==> config.mk <==
export PLATFORM = sky130hd
export DESIGN_NAME = logic_language_tokenizer
export DESIGN_NICKNAME = d
export VERILOG_FILES = /design/src/design/llt_pkg.sv /design/src/design/llt_front.sv /design/src/design/llt_fifo.sv /design/src/design/llt_back.sv /design/src/design/logic_language_tokenizer.sv
export SDC_FILE = /design/constraint.sdc
export NUM_CORES = 1
export LEC_CHECK = 0
export BUFFER_PORTS_ARGS = -buffer_cell sky130_fd_sc_hd__clkbuf_2
export CAP_MARGIN = 15
export CORE_ASPECT_RATIO = 2
export CORE_MARGIN = 2
export CORE_UTILIZATION = 54
export DETAILED_ROUTE_END_ITERATION = 7
export GPL_TIMING_DRIVEN = 1
export PLACE_DENSITY_LB_ADDON = 0.15
export SYNTH_ARGS = -nofsm -noshare
export SYNTH_HDL_FRONTEND = slang
export SYNTH_SLANG_ARGS = --single-unit
export TNS_END_PERCENT = 10
==> constraint.sdc <==
create_clock -name clk -period 12.3 [get_ports clk]
set_input_delay 1.845 -clock clk [delete_from_list [all_inputs] [get_ports clk]]
set_output_delay 1.845 -clock clk [all_outputs]
set_load 0.02 [all_outputs]
==> src/design/llt_pkg.sv <==
// Shared types, token codes and keyword table for the logic language tokenizer.
// Used by llt_front, llt_fifo, llt_back and logic_language_tokenizer.
package llt_pkg;

  // Longest identifier accepted, in characters (5..255)
  localparam int MAX_ID_LEN = 255;
  // Identifier bytes kept for keyword matching
  localparam int PREFIX_LEN = 5;
  // Queue between front and back
  localparam int QDEPTH = 4;
  localparam int QAW    = $clog2(QDEPTH);

  localparam logic [30:0] INT_MAX31 = 31'h7FFF_FFFF;

  // Token kinds (keywords are 0..7, index into KW_TEXT)
  localparam logic [4:0] TK_LPAR   = 5'd8;
  localparam logic [4:0] TK_RPAR   = 5'd9;
  localparam logic [4:0] TK_LSPAR  = 5'd10;
  localparam logic [4:0] TK_RSPAR  = 5'd11;
  localparam logic [4:0] TK_PERIOD = 5'd12;
  localparam logic [4:0] TK_COMMA  = 5'd13;
  localparam logic [4:0] TK_QUERY  = 5'd14;
  localparam logic [4:0] TK_ASSIGN = 5'd15;
  localparam logic [4:0] TK_ATOM   = 5'd16;
  localparam logic [4:0] TK_VAR    = 5'd17;
  localparam logic [4:0] TK_INT    = 5'd18;
  localparam logic [4:0] TK_END    = 5'd19;
  localparam logic [4:0] TK_ERR    = 5'd20;

  // Error codes
  localparam logic [1:0] ERR_NONE = 2'd0;
  localparam logic [1:0] ERR_DASH = 2'd1;
  localparam logic [1:0] ERR_CHAR = 2'd2;
  localparam logic [1:0] ERR_LONG = 2'd3;

  // Character classes produced by the front end
  typedef enum logic [3:0] {
    CL_END, CL_BLANK, CL_NL, CL_HASH, CL_PUNCT, CL_QMARK, CL_COLON,
    CL_DASH, CL_DIGIT, CL_UPPER, CL_LOWER, CL_OTHER
  } char_class_t;

  typedef struct packed {
    char_class_t cls;
    logic [4:0]  punct;   // token kind for single-character punctuation
    logic [7:0]  ch;
  } char_item_t;

  typedef struct packed {
    logic [4:0]  kind;
    logic [30:0] ival;
    logic        ovf;
    logic [7:0]  len;
    logic [1:0]  err;
  } token_t;

  localparam token_t TOK_ZERO = '0;

  typedef logic [PREFIX_LEN-1:0][7:0] prefix_t;

  typedef struct packed {
    logic halted;   // error seen, waiting for reset
    logic second;   // output holds first of two tokens from one byte
  } back_status_t;

  // Keyword text, byte 0 in the low byte, zero padded
  localparam prefix_t KW_TEXT [8] = '{
    {"t", "n", "i", "r", "p"},
    {8'h00, 8'h00, 8'h00, "l", "n"},
    {8'h00, 8'h00, 8'h00, "q", "e"},
    {8'h00, 8'h00, 8'h00, "f", "i"},
    {8'h00, 8'h00, 8'h00, "r", "o"},
    {8'h00, 8'h00, "t", "o", "n"},
    {8'h00, "l", "l", "a", "c"},
    {8'h00, "e", "c", "n", "o"}
  };
  localparam logic [7:0] KW_LEN [8] = '{8'd5, 8'd2, 8'd2, 8'd2, 8'd2, 8'd3, 8'd4, 8'd4};

  // Keyword index for a lower-case identifier, else atom
  function automatic logic [4:0] kw_lookup(input prefix_t pfx, input logic [7:0] cnt);
    logic [4:0] kind;
    kind = TK_ATOM;
    for (int k = 7; k >= 0; k--) begin
      if (cnt == KW_LEN[k] && pfx == KW_TEXT[k]) begin
        kind = 5'(k);
      end
    end
    return kind;
  endfunction

endpackage

==> src/design/llt_front.sv <==
// Front end: classifies each source byte into a character class.
// Depends on llt_pkg.
module llt_front (
  input  logic [7:0]          char_code,
  input  logic                end_of_input,
  output llt_pkg::char_item_t item
);

  // Byte classification
  always_comb begin
    item.ch    = char_code;
    item.punct = llt_pkg::TK_LPAR;
    item.cls   = llt_pkg::CL_OTHER;
    if (end_of_input || char_code == 8'h00) begin
      item.cls = llt_pkg::CL_END;
    end else begin
      case (char_code) inside
        8'h20:          item.cls = llt_pkg::CL_BLANK;
        8'h0A:          item.cls = llt_pkg::CL_NL;
        8'h23:          item.cls = llt_pkg::CL_HASH;
        8'h28: begin
          item.cls = llt_pkg::CL_PUNCT; item.punct = llt_pkg::TK_LPAR;
        end
        8'h29: begin
          item.cls = llt_pkg::CL_PUNCT; item.punct = llt_pkg::TK_RPAR;
        end
        8'h5B: begin
          item.cls = llt_pkg::CL_PUNCT; item.punct = llt_pkg::TK_LSPAR;
        end
        8'h5D: begin
          item.cls = llt_pkg::CL_PUNCT; item.punct = llt_pkg::TK_RSPAR;
        end
        8'h2E: begin
          item.cls = llt_pkg::CL_PUNCT; item.punct = llt_pkg::TK_PERIOD;
        end
        8'h2C: begin
          item.cls = llt_pkg::CL_PUNCT; item.punct = llt_pkg::TK_COMMA;
        end
        8'h3F:          item.cls = llt_pkg::CL_QMARK;
        8'h3A:          item.cls = llt_pkg::CL_COLON;
        8'h2D:          item.cls = llt_pkg::CL_DASH;
        [8'h30:8'h39]:  item.cls = llt_pkg::CL_DIGIT;
        [8'h41:8'h5A]:  item.cls = llt_pkg::CL_UPPER;
        [8'h61:8'h7A]:  item.cls = llt_pkg::CL_LOWER;
        default:        item.cls = llt_pkg::CL_OTHER;
      endcase
    end
  end

endmodule

==> src/design/llt_fifo.sv <==
// Short queue of classified bytes between front and back.
// Depends on llt_pkg.
module llt_fifo (
  input  logic                clk,
  input  logic                rst_n,
  input  logic                push_valid,
  output logic                push_ready,
  input  llt_pkg::char_item_t push_data,
  output logic                pop_valid,
  input  logic                pop,
  output llt_pkg::char_item_t pop_data
);

  llt_pkg::char_item_t          slot_r [llt_pkg::QDEPTH];
  logic [llt_pkg::QAW-1:0]      wr_ptr_r, rd_ptr_r;
  logic [llt_pkg::QAW:0]        count_r;
  logic                         do_push, do_pop;

  assign push_ready = count_r != (llt_pkg::QAW+1)'(llt_pkg::QDEPTH);
  assign pop_valid  = count_r != '0;
  assign pop_data   = slot_r[rd_ptr_r];
  assign do_push    = push_valid && push_ready;
  assign do_pop     = pop && pop_valid;

  // Storage
  always_ff @(posedge clk) begin
    if (do_push) begin
      slot_r[wr_ptr_r] <= push_data;
    end
  end

  // Pointers and fill level
  always_ff @(posedge clk) begin
    if (!rst_n) begin
      wr_ptr_r <= '0;
      rd_ptr_r <= '0;
      count_r  <= '0;
    end else begin
      if (do_push) wr_ptr_r <= wr_ptr_r + 1'b1;
      if (do_pop)  rd_ptr_r <= rd_ptr_r + 1'b1;
      if (do_push && !do_pop)      count_r <= count_r + 1'b1;
      else if (do_pop && !do_push) count_r <= count_r - 1'b1;
    end
  end

endmodule

==> src/design/llt_back.sv <==
// Back end: lexer state machine and result register.
// Depends on llt_pkg; takes classified bytes from llt_fifo.
module llt_back (
  input  logic                   clk,
  input  logic                   rst_n,
  input  logic                   q_valid,
  input  llt_pkg::char_item_t    q_item,
  output logic                   q_pop,
  output logic                   out_valid,
  input  logic                   out_ready,
  output llt_pkg::token_t        out_tok,
  output logic                   out_last,
  output llt_pkg::back_status_t  status
);

  typedef enum logic [6:0] {
    M_START   = 7'b0000001,
    M_COMMENT = 7'b0000010,
    M_QMARK   = 7'b0000100,
    M_COLON   = 7'b0001000,
    M_INT     = 7'b0010000,
    M_IDENT   = 7'b0100000,
    M_HALT    = 7'b1000000
  } lex_mode_t;

  lex_mode_t        mode_r, mode_nxt, sb_mode;
  logic [30:0]      acc_r, acc_nxt;
  logic             ovf_r, ovf_nxt;
  logic [7:0]       cnt_r, cnt_nxt;
  llt_pkg::prefix_t pfx_r, pfx_nxt;
  logic             upper_r, upper_nxt;
  logic             second_r;

  llt_pkg::token_t  out_tok_r, tok0, tok1, sb_tok;
  logic             out_valid_r, out_last_r;

  logic             sb_emit, sb_int, sb_id, apply_sb, pend;
  logic [1:0]       n_tok;
  logic [3:0]       digit;
  logic [34:0]      acc_x10;
  logic             is_alnum, slot_free, step, load;

  assign digit    = 4'(q_item.ch - 8'h30);
  assign is_alnum = q_item.cls == llt_pkg::CL_DIGIT || q_item.cls == llt_pkg::CL_UPPER ||
                    q_item.cls == llt_pkg::CL_LOWER;
  // acc*10 + digit as shift-and-add
  assign acc_x10  = {1'b0, acc_r, 3'b000} + {3'b000, acc_r, 1'b0} + {31'd0, digit};

  // What a byte does as the first byte of a new token
  always_comb begin
    sb_emit = 1'b0;
    sb_tok  = llt_pkg::TOK_ZERO;
    sb_mode = M_START;
    sb_int  = 1'b0;
    sb_id   = 1'b0;
    case (q_item.cls)
      llt_pkg::CL_END: begin
        sb_emit = 1'b1; sb_tok.kind = llt_pkg::TK_END;
      end
      llt_pkg::CL_BLANK, llt_pkg::CL_NL: sb_mode = M_START;
      llt_pkg::CL_HASH:  sb_mode = M_COMMENT;
      llt_pkg::CL_PUNCT: begin
        sb_emit = 1'b1; sb_tok.kind = q_item.punct;
      end
      llt_pkg::CL_QMARK: sb_mode = M_QMARK;
      llt_pkg::CL_COLON: sb_mode = M_COLON;
      llt_pkg::CL_DIGIT: begin
        sb_mode = M_INT; sb_int = 1'b1;
      end
      llt_pkg::CL_UPPER, llt_pkg::CL_LOWER: begin
        sb_mode = M_IDENT; sb_id = 1'b1;
      end
      default: begin
        sb_emit = 1'b1; sb_tok.kind = llt_pkg::TK_ERR; sb_tok.err = llt_pkg::ERR_CHAR;
        sb_mode = M_HALT;
      end
    endcase
  end

  // Lexer step for the byte at the head of the queue
  always_comb begin
    mode_nxt  = mode_r;
    acc_nxt   = acc_r;
    ovf_nxt   = ovf_r;
    cnt_nxt   = cnt_r;
    pfx_nxt   = pfx_r;
    upper_nxt = upper_r;
    tok0      = llt_pkg::TOK_ZERO;
    tok1      = llt_pkg::TOK_ZERO;
    n_tok     = 2'd0;
    apply_sb  = 1'b0;
    pend      = 1'b0;
    case (mode_r)
      M_HALT: n_tok = 2'd0;
      M_COMMENT: begin
        if (q_item.cls == llt_pkg::CL_END) apply_sb = 1'b1;
        else if (q_item.cls == llt_pkg::CL_NL) mode_nxt = M_START;
      end
      M_QMARK, M_COLON: begin
        n_tok = 2'd1;
        if (q_item.cls == llt_pkg::CL_DASH) begin
          tok0.kind = (mode_r == M_QMARK) ? llt_pkg::TK_QUERY : llt_pkg::TK_ASSIGN;
          mode_nxt  = M_START;
        end else begin
          tok0.kind = llt_pkg::TK_ERR;
          tok0.err  = llt_pkg::ERR_DASH;
          mode_nxt  = M_HALT;
        end
      end
      M_INT: begin
        if (q_item.cls == llt_pkg::CL_DIGIT) begin
          if (acc_x10 > {4'd0, llt_pkg::INT_MAX31}) begin
            acc_nxt = llt_pkg::INT_MAX31;
            ovf_nxt = 1'b1;
          end else begin
            acc_nxt = acc_x10[30:0];
          end
        end else begin
          pend      = 1'b1;
          tok0.kind = llt_pkg::TK_INT;
          tok0.ival = acc_r;
          tok0.ovf  = ovf_r;
          apply_sb  = 1'b1;
        end
      end
      M_IDENT: begin
        if (is_alnum) begin
          if (cnt_r >= 8'(llt_pkg::MAX_ID_LEN)) begin
            n_tok     = 2'd1;
            tok0.kind = llt_pkg::TK_ERR;
            tok0.err  = llt_pkg::ERR_LONG;
            mode_nxt  = M_HALT;
          end else begin
            if (cnt_r < 8'(llt_pkg::PREFIX_LEN)) pfx_nxt[cnt_r[2:0]] = q_item.ch;
            cnt_nxt = cnt_r + 8'd1;
          end
        end else begin
          pend      = 1'b1;
          tok0.kind = upper_r ? llt_pkg::TK_VAR : llt_pkg::kw_lookup(pfx_r, cnt_r);
          tok0.len  = cnt_r;
          apply_sb  = 1'b1;
        end
      end
      default: apply_sb = 1'b1;
    endcase

    // New token started by this byte, and the one or two tokens it emits
    if (apply_sb) begin
      mode_nxt = sb_mode;
      if (sb_int) begin
        acc_nxt = {27'd0, digit};
        ovf_nxt = 1'b0;
      end
      if (sb_id) begin
        pfx_nxt    = '0;
        pfx_nxt[0] = q_item.ch;
        cnt_nxt    = 8'd1;
        upper_nxt  = q_item.cls == llt_pkg::CL_UPPER;
      end
      if (sb_emit && pend) begin
        n_tok = 2'd2;
        tok1  = sb_tok;
      end else if (sb_emit) begin
        n_tok = 2'd1;
        tok0  = sb_tok;
      end else if (pend) begin
        n_tok = 2'd1;
      end
    end
  end

  // Handshake: a two-token byte stays at the queue head until its second token is loaded
  assign slot_free = !out_valid_r || out_ready;
  assign step      = q_valid && slot_free;
  assign q_pop     = step && !(n_tok == 2'd2 && !second_r);
  assign load      = step && n_tok != 2'd0;

  // Lexer state
  always_ff @(posedge clk) begin
    if (!rst_n) begin
      mode_r   <= M_START;
      acc_r    <= '0;
      ovf_r    <= 1'b0;
      cnt_r    <= '0;
      pfx_r    <= '0;
      upper_r  <= 1'b0;
      second_r <= 1'b0;
    end else begin
      if (step) second_r <= n_tok == 2'd2 && !second_r;
      if (q_pop) begin
        mode_r  <= mode_nxt;
        acc_r   <= acc_nxt;
        ovf_r   <= ovf_nxt;
        cnt_r   <= cnt_nxt;
        pfx_r   <= pfx_nxt;
        upper_r <= upper_nxt;
      end
    end
  end

  // Result register
  always_ff @(posedge clk) begin
    if (!rst_n) begin
      out_valid_r <= 1'b0;
    end else if (slot_free) begin
      out_valid_r <= load;
    end
  end

  always_ff @(posedge clk) begin
    if (load) begin
      out_tok_r  <= second_r ? tok1 : tok0;
      out_last_r <= n_tok == 2'd1 || second_r;
    end
  end

  assign out_valid     = out_valid_r;
  assign out_tok       = out_tok_r;
  assign out_last      = out_last_r;
  assign status.halted = mode_r == M_HALT;
  assign status.second = second_r;

endmodule

==> src/design/logic_language_tokenizer.sv <==
// Top level of the logic language tokenizer: front classifier, queue, lexer back end.
// Depends on llt_pkg, llt_front, llt_fifo and llt_back.
//
//   channel | direction | handshake             | payload
//   in      | input     | in_valid / in_ready   | in_char_code, in_end_of_input
//   out     | output    | out_valid / out_ready | out_ token_kind .. last, six fields
//
// One byte is accepted per cycle while the four-entry queue has room.
// The lexer back end retires one byte per cycle while the queue holds a byte and the
// result register is free; a byte that ends a number or identifier and also forms a token of
// its own yields two tokens in turn. A byte waits in a queue slot, then its token is registered.
// Reset is synchronous and clears the queue, lexer state and result register.
// After an error token the block keeps accepting bytes but emits nothing until reset.
module logic_language_tokenizer (
  input  logic        clk,
  input  logic        rst_n,
  input  logic        in_valid,
  output logic        in_ready,
  input  logic [7:0]  in_char_code,
  input  logic        in_end_of_input,
  output logic        out_valid,
  input  logic        out_ready,
  output logic [4:0]  out_token_kind,
  output logic [30:0] out_int_value,
  output logic        out_int_overflow,
  output logic [7:0]  out_ident_length,
  output logic [1:0]  out_error_kind,
  output logic        out_last
);

  llt_pkg::char_item_t   fr_item, q_item;
  logic                  q_valid, q_pop;
  llt_pkg::token_t       tok;
  llt_pkg::back_status_t st;

  llt_front u_front (
    .char_code    (in_char_code),
    .end_of_input (in_end_of_input),
    .item         (fr_item)
  );

  llt_fifo u_fifo (
    .clk        (clk),
    .rst_n      (rst_n),
    .push_valid (in_valid),
    .push_ready (in_ready),
    .push_data  (fr_item),
    .pop_valid  (q_valid),
    .pop        (q_pop),
    .pop_data   (q_item)
  );

  llt_back u_back (
    .clk       (clk),
    .rst_n     (rst_n),
    .q_valid   (q_valid),
    .q_item    (q_item),
    .q_pop     (q_pop),
    .out_valid (out_valid),
    .out_ready (out_ready),
    .out_tok   (tok),
    .out_last  (out_last),
    .status    (st)
  );

  assign out_token_kind   = tok.kind;
  assign out_int_value    = tok.ival;
  assign out_int_overflow = tok.ovf;
  assign out_ident_length = tok.len;
  assign out_error_kind   = tok.err;

  // An error token leaves the lexer halted
  a_err_halts: assert property (@(posedge clk) disable iff (!rst_n)
    (out_valid && out_token_kind == llt_pkg::TK_ERR) |-> st.halted)
    else $error("error token without halt");

  // Halt holds until reset
  a_halt_sticky: assert property (@(posedge clk) disable iff (!rst_n)
    st.halted |=> st.halted)
    else $error("left halt without reset");

  // While the second token is pending, the first sits in the output, not last
  a_pair_order: assert property (@(posedge clk) disable iff (!rst_n)
    st.second |-> (out_valid && !out_last))
    else $error("token pair out of order");

  // Only integer tokens carry a value
  a_int_only: assert property (@(posedge clk) disable iff (!rst_n)
    (out_valid && out_token_kind != llt_pkg::TK_INT) |->
      (out_int_value == 31'd0 && !out_int_overflow))
    else $error("value on non-integer token");

endmodule

[After elaboration in Yosys (flattened, before gate mapping)]
Memory sizes are Yosys's and may differ from the RTL's. A register that Yosys moved wholly into a read port is not among the register bits.
Index checks and enable logic that the tools add are counted.
Operators by class
  $mul: 0
  muxes and demuxes: 109
  shifts and indexed selects: 0
  div/mod/pow operators: 0
  equality and inequality tests: 47
  bitwise logic cells: 0
  $add $sub $neg: 8
  reductions and logical operators: 45
  magnitude comparators: 11
Operator list (number)
  47-bit 2-to-1 mux: 6
  40-bit 2-to-1 mux: 6
  40-bit by 15-bit equality test with 1-bit output, second input constant: 4
  31-bit 2-to-1 mux: 5
  5-bit 2-to-1 mux: 21
  40-bit by 31-bit equality test with 1-bit output, second input constant: 2
  8-bit by 6-bit equality test with 1-bit output, second input constant: 9
  8-bit 2-to-1 mux: 8
  4-bit 2-to-1 mux: 15
  7-bit 2-to-1 mux: 6
  7-bit case mux with 6 select lines: 1
  40-bit bitwise mux: 1
  40-bit by 23-bit equality test with 1-bit output, second input constant: 1
  40-bit by 39-bit equality test with 1-bit output, second input constant: 1
  37-bit 2-to-1 mux: 1
  34-bit by 32-bit adder with 35-bit output: 1
  35-bit by 4-bit adder with 35-bit output: 1
  35-bit by 31-bit > comparator with 1-bit output, second input constant: 1
  32-bit 2-to-1 mux: 1
  5-bit case mux with 3 select lines: 2
  8-bit demux with 3-bit select: 1
  1-bit logical AND: 21
  7-bit case mux with 3 select lines: 1
  2-bit 2-to-1 mux: 10
  other kinds (51): 94
Storage, ports and cells
  word-level logic and storage cells: 242
  flip-flop bits (word level): 145
  bits in latches: 0
  output and inout port bits: 50
  memories kept: 1
  bits of input ports: 13
  bits in writable memories: 68
  memory bits (read-only): 0
Memory list
  u_fifo.slot_r: words 4, bits a word 17, read ports 1, clocked after memory_dff 1, wr ports 1, line llt_fifo.sv:14  | llt_pkg::char_item_t slot_r [llt_pkg::QDEPTH];

[Logic depth before layout (Yosys ltp)]
  word-level depth: 18
  mapped depth: 17
  gate-level depth less buffers: 14

[By module]
A second synthesis with hierarchy kept.
Unflattened totals
  cell total of the unflattened synthesis: 1159
  area, all modules: 12255.5 µm²
By module, submodules not included
  llt_back: instances 1, seq. area each 3243.1 µm², area each 8809.7 µm², cells an instance 959
  llt_fifo: instances 1, seq. area each 2222.1 µm², area each 2987.9 µm², cells an instance 137
  llt_front: instances 1, seq. area each 0.0 µm², area each 457.9 µm², cells an instance 63

[Least setup slack after synthesis]
Ideal clock, no wire load.
  path kind: register to register
  start point: register (tool-made name)
  end point: register (tool-made name)
  arrival: 4.668 ns
  setup time: 0.130 ns
  data required time: 12.170 ns
  path slack: 7.501 ns
  stages on the path, launching flop included: 18
  buffers on the path: 3
  cells stage by stage: dfxtp_1 -> buf_6 -> buf_1 -> mux4_2 -> inv_1 -> fa_1 -> inv_1 -> ha_1 -> a21oi_1 -> inv_1 -> a41oi_1 -> o21ai_0 -> a41o_1 -> or4_1 -> a311o_1 -> nor3_1 -> clkbuf_1 -> o211ai_1

==> results summary <==
The run finished with clean final reports. The number of nets in the layout came out at 1,244. The post-synthesis sequential element count came out at 207.

The tree built by TritonCTS fans out to 207 sinks. Once detail routing completed, the nets flagged for antenna violations numbered 0. The required time of the worst setup path came out at roughly 13 ns. The per-cell routed wire length came out at roughly 20 um. The number of iterations in the first detailed-routing pass came out at 5. The total leakage power is around 5.0 nW. The average via count per standard cell came out at 6.10. The time the worst path needs with I/O delays and setup is 5.33 ns. The highest clock frequency the design can meet is 0.188 GHz. The fraction of final layout cells with drive strength greater than 1 is 11.9%. The number of core rows came out at 74. The ratio of final minimum period to clock period is 43.3%. The critical path is of the reg2reg type. The number of placed instances with taps included came out at 1,401. The number of enable flip-flop cells after synthesis came out at 108. The later-pin clock latency in the skew report came out at 0.51 ns. The biggest cell delay along the critical path came out at 0.77 ns. The peak ir drop on the vdd network is around 0.14 mV. The total DRC errors in the routed layout came out at 0. Counting the buffers created by CTS gives 20. The routed wire length is 29,400 um. The total routing resource utilization after global routing is about 27%. The cell area after synthesis is 11,300 sq um. The port buffer count came out at 62. The area of the core came out at 20,500 sq um.

The slowest stage cell on the critical path is dfxtp_1. The layout overhead on the synthesized area is 11.0%. TritonCTS built the clock tree.

The number of global-route vias before repair is 9,138. After clock tree synthesis, the setup repair step added 0 buffers. Once the floorplan was initialized, standard cells occupied 55.2% of the core.

The number of nets in the synthesized netlist came out at about 1.2k. The number of failing hold endpoints at the final stage is 0. The antenna diode count is 0. Data arrives at the worst endpoint at 5.67 ns.

The initial antenna violation count came out at 0. The setup-violating endpoint count in the final report is 0. The root buffer selected by CTS is clkbuf_16.

Yosys printed 0 warnings. The total via count after detailed routing came out at 8,778. The final weighted congestion in routability-driven placement came out at 0.960.

The die width is ~110 um. The synthesized netlist cell count is 1,114. In this run the tightest slew margin relative to its limit is a little under a quarter. The worst setup skew after layout came out at about 0.012 ns. Among all flip-flop cells after synthesis, the most frequent one is edfxtp_1.

Fill cells in the final layout number 1,800. The proportion of register bits with asynchronous set or reset after synthesis came out at 0%. The number of H-tree levels came out at 1. STA classifies the critical path endpoint as a flip-flop.

The first global-routing pass estimated 46,600 um of wire. The count of pins over their slew limit came out at 0. The I/O pin count came out at 63. The post-cts repair resize count is 0. The maximum number of pins on one net before global-route repair is 40. STA classifies the critical path startpoint as a flip-flop. The share of the Yosys chip area taken by registers is between 40% and 50%. The critical path goes through mux4_2 > inv_1 > fa_1 > fa_1 > nand2b_1 > a21oi_1 > nor2b_1 > o21a_1 > o41ai_1 > a41oi_1 > xnor2_1 > nor3_2 > buf_4 > o21ai_0. The aggregate negative setup slack is 0 ns.

Dividing total power by cell area gives a power density of 189 nW/um^2. Clock-pin slew was measured on the worst setup and hold paths at 0.06 ns. The transition time at the pin with the least slew margin is 1.16 ns. The non-filler instance count after layout is 1,438. The height of the chip is 209 um. The number of hold buffers added after cts is 0.

The number of violations of the max-capacitance limit came out at 0. The largest fanout of any net on the critical path is 19. The area of the die is 22,200 sq um.

Each instance of the synthesized netlist takes up on average 10.1 sq um. Setup repair after global routing left no endpoint under its margin. For this block, the initial DRC count from the detailed router was approximately 400. The number of distinct standard cells referenced by the synthesized netlist is 77. The number of buffers on the longest clock path came out at 3.

The most numerous cell type found on the critical path is fa_1. Global routing finished with a remaining overflow of 0. The placed wire-length estimate came out at between 20,000 and 25,000 um. The path class of the tightest hold or removal check is reg2reg.
-- cell type report --
cell class | instances | area (sq um) | area share, %
clock inverters | 11 | 145 | 1.16
repair buffers | 73 | 400 | 3.19
multi-input cells | 828 | 5780 | 46.1
clock buffers | 25 | 561 | 4.47
well taps | 266 | 333 | 2.65
inverters | 28 | 105 | 0.837
flip-flops and latches | 207 | 5230 | 41.6
-- kinds of logic (layout without fill, tap and decap cells) --
family	after synthesis	after routing	synth area share, %
compound gates	252	252	14.2
xor+xnor	40	40	3.10
fa+ha+maj	73	73	8.28
buf+inv	79	137	2.78
flops	207	207	46.2
mux	54	54	6.46
simple gates	409	409	19.0
-- through the flow --
stage	hold slack [ns]	setup slack, ns	utilization [%]	area (sq um)	power (mW)
2_1_floorplan	0.432	7.50	-	11300	1.48
3_3_place_gp	0.447	7.02	57.8	11800	1.72
3_5_place_dp	0.456	6.88	57.8	11800	1.73
4_1_cts	0.466	6.85	61.3	12500	2.39
5_1_grt	0.490	6.64	61.3	12600	2.48
6_report	0.466	6.97	61.3	12600	2.37
-- cell usage after synthesis (6+ instances only) --
cell	instances	area, sq um
nor4_1	15	93.8
a21boi_0	7	52.6
nand4_1	18	113
inv_1	27	101
a22oi_1	25	188
a21o_1	8	60.1
ha_1	70	876
o21ai_0	62	310
xnor2_1	20	175
edfxtp_1	108	3240
a21oi_1	75	375
dfxtp_1	99	1980
nand3_1	25	125
nor2b_1	26	163
mux2i_1	37	370
o211ai_1	8	60.1
clkbuf_1	41	154
nor3_1	25	125
nor4b_1	6	52.6
or3_1	8	50.1
nand2_1	87	327
a31oi_1	11	68.8
a211oi_1	6	45.0
and2_1	55	344
mux4_2	15	338
nor2_1	90	338
and3_1	13	81.3
nand2b_1	15	93.8
xor2_1	20	175
or4_1	7	52.6
-- cell usage in the layout (no fill, tap or decap), drive strengths merged, types with 5 or more instances in the layout --
| cell | netlist | final |
|---|---|---|
| buf | 10 | 11 |
| a21boi | 8 | 8 |
| a31oi | 11 | 11 |
| nand2b | 15 | 15 |
| and2 | 56 | 56 |
| or4 | 7 | 7 |
| o221ai | 5 | 5 |
| mux4 | 15 | 15 |
| nand2 | 87 | 87 |
| mux2i | 37 | 37 |
| edfxtp | 108 | 108 |
| o211ai | 8 | 8 |
| or3 | 8 | 8 |
| dfxtp | 99 | 99 |
| inv | 28 | 31 |
| o21a | 5 | 5 |
| and3 | 13 | 13 |
| a211oi | 6 | 6 |
| nand3 | 25 | 25 |
| nor2b | 27 | 27 |
| a21oi | 75 | 75 |
| nor2 | 92 | 92 |
| clkbuf | 41 | 87 |
| xor2 | 20 | 20 |
| nor4b | 7 | 7 |
| o21ai | 64 | 64 |
| ha | 70 | 70 |
| nor3 | 25 | 25 |
| nor4 | 16 | 16 |
| nand4 | 18 | 18 |
| a22oi | 25 | 25 |
| a21o | 8 | 8 |
| xnor2 | 20 | 20 |
-- worst paths after layout --
check,end,slack [ns],depth (start not counted),from
setup / recovery,flip-flop,6.97,14,flip-flop
hold / removal,u_back.pfx_r[28],0.47,2,u_back.pfx_r[28]
setup reg to reg,flip-flop,6.97,14,flip-flop
hold reg to reg,u_back.pfx_r[28],0.47,2,u_back.pfx_r[28]
-- layer usage --
| metal | track usage [%] | share of wire (%) | vias up |
|---|---|---|---|
| li1 | - | - | 4220 |
| met1 | 24.6 | 32 | 4182 |
| met2 | 52.8 | 58 | 250 |
| met3 | 2.53 | 2.9 | 126 |
| met4 | 19.1 | 7.4 | 0 |
| met5 | 0 | 0 | - |
-- worst max-delay path, delay by kind of cell (launching register included) --
kind	cells	cell delay [ns]
AOI/OAI and AO/OA	5	1.35
xor gates and xnor gates	1	0.20
adders and majority gates	2	0.91
buffers and inverters	2	0.48
DFF	1	0.77
muxes	1	0.51
and+or+nand+nor	3	0.93
-- report_power, final --
group / leakage [nW] / internal (mW) / switching, mW
logic: 2.80 / 0.250 / 0.501
clock network: 0.343 / 0.390 / 0.269
registers: 1.81 / 0.890 / 0.0693
Note: power is estimated with default switching activity, not from simulation.
